--- src/sha256_pkg.sv ---
// SHA-256 package: round constants, initial hash values, rotate-right function.
// No dependencies.
package sha256_pkg;
	typedef logic [31:0] word_t;

	localparam logic [7:0] PAD_MARK = 8'h80;
	localparam logic [5:0] POS_LEN = 6'd56;

	localparam word_t START_H [8] = '{
		32'h6a09e667, 32'hbb67ae85, 32'h3c6ef372, 32'ha54ff53a,
		32'h510e527f, 32'h9b05688c, 32'h1f83d9ab, 32'h5be0cd19
	};

	localparam word_t ROUND_K [64] = '{
		32'h428a2f98, 32'h71374491, 32'hb5c0fbcf, 32'he9b5dba5, 32'h3956c25b, 32'h59f111f1,
		32'h923f82a4, 32'hab1c5ed5, 32'hd807aa98, 32'h12835b01, 32'h243185be, 32'h550c7dc3,
		32'h72be5d74, 32'h80deb1fe, 32'h9bdc06a7, 32'hc19bf174, 32'he49b69c1, 32'hefbe4786,
		32'h0fc19dc6, 32'h240ca1cc, 32'h2de92c6f, 32'h4a7484aa, 32'h5cb0a9dc, 32'h76f988da,
		32'h983e5152, 32'ha831c66d, 32'hb00327c8, 32'hbf597fc7, 32'hc6e00bf3, 32'hd5a79147,
		32'h06ca6351, 32'h14292967, 32'h27b70a85, 32'h2e1b2138, 32'h4d2c6dfc, 32'h53380d13,
		32'h650a7354, 32'h766a0abb, 32'h81c2c92e, 32'h92722c85, 32'ha2bfe8a1, 32'ha81a664b,
		32'hc24b8b70, 32'hc76c51a3, 32'hd192e819, 32'hd6990624, 32'hf40e3585, 32'h106aa070,
		32'h19a4c116, 32'h1e376c08, 32'h2748774c, 32'h34b0bcb5, 32'h391c0cb3, 32'h4ed8aa4a,
		32'h5b9cca4f, 32'h682e6ff3, 32'h748f82ee, 32'h78a5636f, 32'h84c87814, 32'h8cc70208,
		32'h90befffa, 32'ha4506ceb, 32'hbef9a3f7, 32'hc67178f2
	};

	function automatic word_t rotr(input word_t x, input int n);
		rotr = (x >> n) | (x << (32 - n));
	endfunction
endpackage

--- src/sha256_core.sv ---
// SHA-256 compression core: one round per cycle on a 16-word schedule window.
// Depends on sha256_pkg.
module sha256_core import sha256_pkg::*; (
	input  logic       clk,
	input  logic       arst_n,
	input  logic       start,       // start pulse
	input  logic       init,        // load initial hash values
	input  word_t      blk [16],
	output logic       busy,
	output word_t      hash [8]
);
	word_t w_q [16];
	word_t v_q [8];
	word_t h_q [8];
	logic [5:0] rnd_q;
	logic run_q, fin_q;
	word_t t1, t2, s0, s1, wn, e, a;

	always_comb begin
		e = v_q[4];
		a = v_q[0];
		t1 = v_q[7] + (rotr(e, 6) ^ rotr(e, 11) ^ rotr(e, 25)) +
			((e & v_q[5]) ^ (~e & v_q[6])) + ROUND_K[rnd_q] + w_q[0];
		t2 = (rotr(a, 2) ^ rotr(a, 13) ^ rotr(a, 22)) +
			((a & v_q[1]) ^ (a & v_q[2]) ^ (v_q[1] & v_q[2]));
		s0 = rotr(w_q[1], 7) ^ rotr(w_q[1], 18) ^ (w_q[1] >> 3);
		s1 = rotr(w_q[14], 17) ^ rotr(w_q[14], 19) ^ (w_q[14] >> 10);
		wn = s1 + w_q[9] + s0 + w_q[0];
	end

	always_ff @(posedge clk or negedge arst_n) begin
		if (!arst_n) begin
			run_q <= 1'b0;
			fin_q <= 1'b0;
			rnd_q <= '0;
			h_q <= START_H;
		end else begin
			fin_q <= 1'b0;
			if (init) begin
				h_q <= START_H;
			end else if (fin_q) begin
				for (int i = 0; i < 8; i++) h_q[i] <= h_q[i] + v_q[i];
			end
			if (start) begin
				run_q <= 1'b1;
				rnd_q <= '0;
			end else if (run_q) begin
				rnd_q <= rnd_q + 6'd1;
				if (rnd_q == 6'd63) begin
					run_q <= 1'b0;
					fin_q <= 1'b1;
				end
			end
		end
	end

	always_ff @(posedge clk) begin
		if (start) begin
			w_q <= blk;
			v_q <= h_q;
		end else if (run_q) begin
			for (int i = 0; i < 15; i++) w_q[i] <= w_q[i+1];
			w_q[15] <= wn;
			v_q[7] <= v_q[6];
			v_q[6] <= v_q[5];
			v_q[5] <= v_q[4];
			v_q[4] <= v_q[3] + t1;
			v_q[3] <= v_q[2];
			v_q[2] <= v_q[1];
			v_q[1] <= v_q[0];
			v_q[0] <= t1 + t2;
		end
	end

	assign busy = run_q | fin_q | start;
	assign hash = h_q;
endmodule

--- src/sha256_message_digest.sv ---
// SHA-256 message digest top level: byte buffer, padding sequencer, output.
// Depends on sha256_pkg and sha256_core.
//
// channel | dir | tdata                  | tuser
// s_axis  | in  | [7:0] data_byte        | op
// m_axis  | out | [31:0] digest_word,    | -
//         |     | [34:32] word_index     | (tlast = last_word)
//
// An absorb byte is taken whenever s_axis is ready; the 64th byte of a block
// starts the shared round core (load, 64 rounds, fold, return to idle). A finish
// feeds pad bytes one a cycle, runs one or two blocks, then offers 8 words.
// Reset restores the initial hash values and zero bit count.
// Stalls on m_axis hold the current word; s_axis is not ready meanwhile.
module sha256_message_digest import sha256_pkg::*; (
	input  logic        clk,
	input  logic        arst_n,
	input  logic        s_axis_tvalid,
	output logic        s_axis_tready,
	input  logic [7:0]  s_axis_tdata,   // data_byte
	input  logic        s_axis_tuser,   // op
	output logic        m_axis_tvalid,
	input  logic        m_axis_tready,
	output logic [39:0] m_axis_tdata,   // digest_word, word_index
	output logic        m_axis_tlast    // last_word
);
	typedef enum logic [2:0] {ST_IN, ST_COMP, ST_PAD, ST_WAIT, ST_OUT} st_t;

	st_t st_q;
	logic [511:0] blk_q;
	logic [63:0] cnt_q, len_q;
	logic [2:0] idx_q;
	logic pad_q, init_q, tail_q;
	logic start_q;
	logic busy;
	word_t hash [8];
	word_t blk [16];
	logic [5:0] pos;
	logic wr;
	logic [7:0] wbyte;

	assign pos = cnt_q[8:3];

	always_comb begin
		for (int i = 0; i < 16; i++)
			blk[i] = blk_q[511 - 32*i -: 32];
		wr = 1'b0;
		wbyte = s_axis_tdata;
		if (st_q == ST_IN && s_axis_tvalid && !s_axis_tuser) wr = 1'b1;
		if (st_q == ST_PAD) begin
			wr = 1'b1;
			if (!pad_q) wbyte = PAD_MARK;
			else if (tail_q && pos >= POS_LEN)
				wbyte = len_q[8'd63 - {pos[2:0], 3'b000} -: 8];
			else wbyte = 8'h00;
		end
	end

	// bytes arrive in block order, so a shift register holds the block
	always_ff @(posedge clk) begin
		if (wr) blk_q <= {blk_q[503:0], wbyte};
	end

	always_ff @(posedge clk or negedge arst_n) begin
		if (!arst_n) begin
			st_q <= ST_IN;
			cnt_q <= '0;
			len_q <= '0;
			idx_q <= '0;
			pad_q <= 1'b0;
			init_q <= 1'b0;
			tail_q <= 1'b0;
			start_q <= 1'b0;
		end else begin
			start_q <= 1'b0;
			init_q <= 1'b0;
			unique case (st_q)
				ST_IN: begin
					if (s_axis_tvalid) begin
						if (s_axis_tuser) begin
							len_q <= cnt_q;
							pad_q <= 1'b0;
							tail_q <= (pos < POS_LEN);
							st_q <= ST_PAD;
						end else begin
							cnt_q <= cnt_q + 64'd8;
							if (pos == 6'd63) begin
								start_q <= 1'b1;
								st_q <= ST_COMP;
							end
						end
					end
				end
				ST_PAD: begin
					pad_q <= 1'b1;
					cnt_q <= cnt_q + 64'd8;
					if (pos == 6'd63) begin
						start_q <= 1'b1;
						st_q <= ST_WAIT;
					end
				end
				ST_COMP: begin
					if (!busy) st_q <= ST_IN;
				end
				ST_WAIT: begin
					if (!busy) begin
						if (!tail_q) begin
							tail_q <= 1'b1;
							st_q <= ST_PAD;
						end else begin
							idx_q <= '0;
							st_q <= ST_OUT;
						end
					end
				end
				ST_OUT: begin
					if (m_axis_tready) begin
						idx_q <= idx_q + 3'd1;
						if (idx_q == 3'd7) begin
							cnt_q <= '0;
							init_q <= 1'b1;
							st_q <= ST_IN;
						end
					end
				end
				default: st_q <= ST_IN;
			endcase
		end
	end

	sha256_core u_core (
		.clk    (clk),
		.arst_n (arst_n),
		.start  (start_q),
		.init   (init_q),
		.blk    (blk),
		.busy   (busy),
		.hash   (hash)
	);

	assign s_axis_tready = (st_q == ST_IN);
	assign m_axis_tvalid = (st_q == ST_OUT);
	assign m_axis_tdata = {5'd0, idx_q, hash[idx_q]};
	assign m_axis_tlast = (idx_q == 3'd7);
endmodule

--- config.mk ---
export PLATFORM = sky130hd
export DESIGN_NAME = sha256_message_digest
export DESIGN_NICKNAME = d
export VERILOG_FILES = /design/src/sha256_pkg.sv /design/src/sha256_core.sv /design/src/sha256_message_digest.sv
export SDC_FILE = /design/constraint.sdc
export NUM_CORES = 2
export LEC_CHECK = 0
export BUFFER_PORTS_ARGS = -buffer_cell sky130_fd_sc_hd__buf_4
export CORE_AREA = 2 2 438 440
export DETAILED_ROUTE_END_ITERATION = 6
export DIE_AREA = 0 0 440 442
export PLACE_DENSITY = 0.7
export SLEW_MARGIN = 20
export SYNTH_ARGS = -nofsm -noshare
export SYNTH_HDL_FRONTEND = slang
export SYNTH_HIERARCHICAL = 1
export SYNTH_SLANG_ARGS = --single-unit
export TNS_END_PERCENT = 1
--- constraint.sdc ---
create_clock -name clk -period 22.3 [get_ports clk]
set_clock_uncertainty 0.2 [all_clocks]
set_input_delay 4.46 -clock clk [delete_from_list [all_inputs] [get_ports clk]]
set_output_delay 4.46 -clock clk [all_outputs]
set_load 0.01 [all_outputs]
==> flow_summary.yaml <==
yosys:
  synth_compound_area_frac: 0.111
  yosys.area.top_type: "edfxtp_1"
  synthArstFlopShare: 0.236
  synthSimpleGateAreaFrac: 0.0731
  synth_top_family_by_area: "multiplexers"
  synth_mux_area_frac: 0.122
  syn_avg_cell_area_um2: 12.2
  synth-adder-area-share: 0.0949
  yosys_register_bits: 1676
  synthTopCellsByArea: "edfxtp_1 (41%), mux2_2 (9.2%), dfrtp_1 (6.9%)"
  yosysWarnings: 6
  ys_dominant_reg_cell: "edfxtp_1"
  synth-seq-area-share: 0.514
  synth-edff-count: 1280
  syn_area_mm2: 0.0944
  synth_top_area_frac: 0.407
  synthXorXnorAreaFrac: 0.0546
  synthCells: 7724
  ys_types: 94
drt:
  drt_iter0_drc: 7304
  wirelength_um: 261000
  dr.pass1.iters: 6
  vias: 62900
  final_antenna_net_count: 0
  drc: 0
  viasPerCell: 6.07
  wl_per_cell_um: 25.2
power:
  leakagePower_nw: 38.8
  vdd_ir_drop_max_uv: 62.3
  swShare: 0.206
  p_int_mw: 5.02
  p_switching_mw: 1.30
  clkPwrFrac: 0.470
  seqPwrFrac: 0.526
  powerDensity_mw_per_mm2: 61.1
  p_comb_frac: 0.003
placed_design:
  hpwlAfterDp_um: 187000
  numPortBuffers: 50
  place_inst: 10000
  gp_congestion: 0.963
  post_dp_cell_area_mm2: 0.0974
final_layout:
  layout.nets: 8309
  area_delta_synth_final_pct: 9.45
  drive_gt1_frac: 0.186
  design_area_mm2: 0.103
  post-route-util: 0.545
  final_cell_mix: "edfxtp_1 (1280), mux2_2 (770), a21oi_1 (478)"
  instances_no_fill: 10400
  layout_commonest_cell: "edfxtp_1"
die:
  die_h_um: 442
  initial_utilization: 0.498
  coreArea_mm2: 0.190
  pin_count: 56
  chipWidth_um: 440
  row_count: 160
  die_area_mm2: 0.194
clocking:
  clock-sinks: 1676
  path_clk_slew_ps: 60
  cts_setup_buffers: 0
  cts-hold-fix-buffers: 0
  insertion_delay_ps: 870
  tritoncts: "yes"
  post_cts_resized: 0
  clock_path_buffers: 3
  h-tree-depth: 4
  cts_buffers: 176
  clockRootBuffer: "clkbuf_16"
worst_setup_path:
  cp_slowest_cell: "o21ai_0"
  r2r_slack_ps: 11950
  critPathMaxStageDelay_ps: 650
  cp-start-kind: "register"
  cp_data_required_time_ps: 22610
  endpoint_kind: "register"
  critPathMostFrequentCell: "o21ai_0"
  crit_fanout: 23
  r2r-start: "u_core/rnd_q[0]"
  reg2reg_to: "u_core/a[31]"
  reg2reg_depth: 36
  cp.arrival_ps: 10660
  worstSetupPathType: "reg2reg"
sta:
  worst_pin_slew_ps: 1320
  hold_viol: 0
  drv_slew: 0
  rsz0062_at_grt: "false"
  setup_viol: 0
  min_period_ps: 10350
  min_period_over_period: 0.464
  max_slew_margin: 0.113
  finalSetupTns_ps: 0
  fmax_mhz: 96.6
grt:
  track_usage: 0.266
  grt_pass1_wl_um: 392000
  grt_overflow: 0
  antenna_found_initial: 6
  grt_max_degree: 189
  grt_pass1_vias: 60600
worst_hold_path:
  hp-start: "blk[109]"
  min_to: "blk[117]"
  worstHoldPathCells: 0
  hp-class: "reg2reg"
run:
  cap_violations: 0
outcome:
  status: "completed"
==> layer usage <==
| layer | wire, um | track usage | vias to the layer above |
|---|---|---|---|
| met2 | 112000 | 0.382 | 2484 |
| met4 | 8210 | 0.0816 | 0 |
| met5 | 0 | 0 | - |
| li1 | - | - | 28300 |
| met3 | 22700 | 0.0516 | 406 |
| met1 | 119000 | 0.407 | 31700 |
==> kinds of logic after synthesis <==
group / Yosys count
simple gates: 1471
mux: 945
buf+inv: 775
flops: 1676
fa+ha+maj: 599
xor+xnor: 588
other cells: 1
compound gates: 1669
==> power by group through the flow <==
stage / Combinational, mW / Clock, mW / Sequential (mW)
floorplan: 0.00122 / 0 / 3.39
global placement: 0.0212 / 0 / 3.39
detailed placement: 0.0213 / 0 / 3.39
CTS: 0.0213 / 3.03 / 3.33
global route: 0.0231 / 3.14 / 3.32
finish: 0.0201 / 2.97 / 3.33
==> final cells by class <==
type,instances,area (um^2)
clock buffers,242,4800
inverters,440,1670
diodes,2,5.00
well taps,2511,3140
clock inverters,87,1090
repair buffers,128,1080
multi-input cells,5277,43000
fillers,15700,86300
flip-flops and latches,1676,48500
==> sequential cells by signal, summed over array words and instances (netlist names), 32 cells and up <==
register and flops:
cnt_q 61, u_core/a 32, len_q 61, blk 512
u_core/w_q 512, u_core/v_q 192, u_core/e 32, u_core/hash 256
==> cell usage after synthesis, types with 53 or more instances <==
| master | number |
|---|---|
| edfxtp_1 | 1280 |
| mux2_2 | 770 |
| a21oi_1 | 478 |
| o21ai_0 | 475 |
| nand2_1 | 446 |
| inv_1 | 436 |
| nor2_1 | 421 |
| ha_1 | 401 |
| xnor2_1 | 359 |
| clkbuf_1 | 274 |
| dfrtp_1 | 260 |
| xor2_1 | 229 |
| fa_1 | 196 |
| a21o_1 | 161 |
| dfstp_2 | 136 |
| nor3_1 | 102 |
| nand3_1 | 98 |
| mux2i_1 | 91 |
| mux4_2 | 84 |
| nand2b_1 | 66 |
| a211o_1 | 65 |
| nor2b_1 | 61 |
| o211ai_1 | 55 |
| o21a_1 | 53 |
==> through the flow <==
step / hold WS [ps] / power [mW] / setup WS, ps
floorplan: 220 / 3.39 / 1100
global placement: 222 / 3.41 / 12410
detailed placement: 227 / 3.41 / 12430
CTS: 204 / 6.38 / 12330
global route: 205 / 6.49 / 11320
finish: 206 / 6.32 / 11950
==> how the worst max path moves through the flow <==
stage | start | to | slack [ps]
6_report | u_core/rnd_q[0] | u_core/a[31] | 11950
5_1_grt | u_core/rnd_q[0] | u_core/a[31] | 11320
4_1_cts | u_core/rnd_q[0] | u_core/a[31] | 12330
3_5_place_dp | u_core/rnd_q[0] | u_core/a[31] | 12430
3_3_place_gp | u_core/rnd_q[0] | u_core/a[31] | 12410
2_1_floorplan | s_axis_tvalid | cnt_q[19] | 1100
==> critical path, delay by kind of cell, from the launching register on <==
kind | cells | cell delay, ps
DFF | 1 | 360
adders and majority gates | 6 | 2450
and+or+nand+nor | 5 | 560
buffers and inverters | 6 | 1470
xor gates and xnor gates | 2 | 300
AOI/OAI and AO/OA | 17 | 4650
Note: power is estimated with default switching activity, not from simulation.
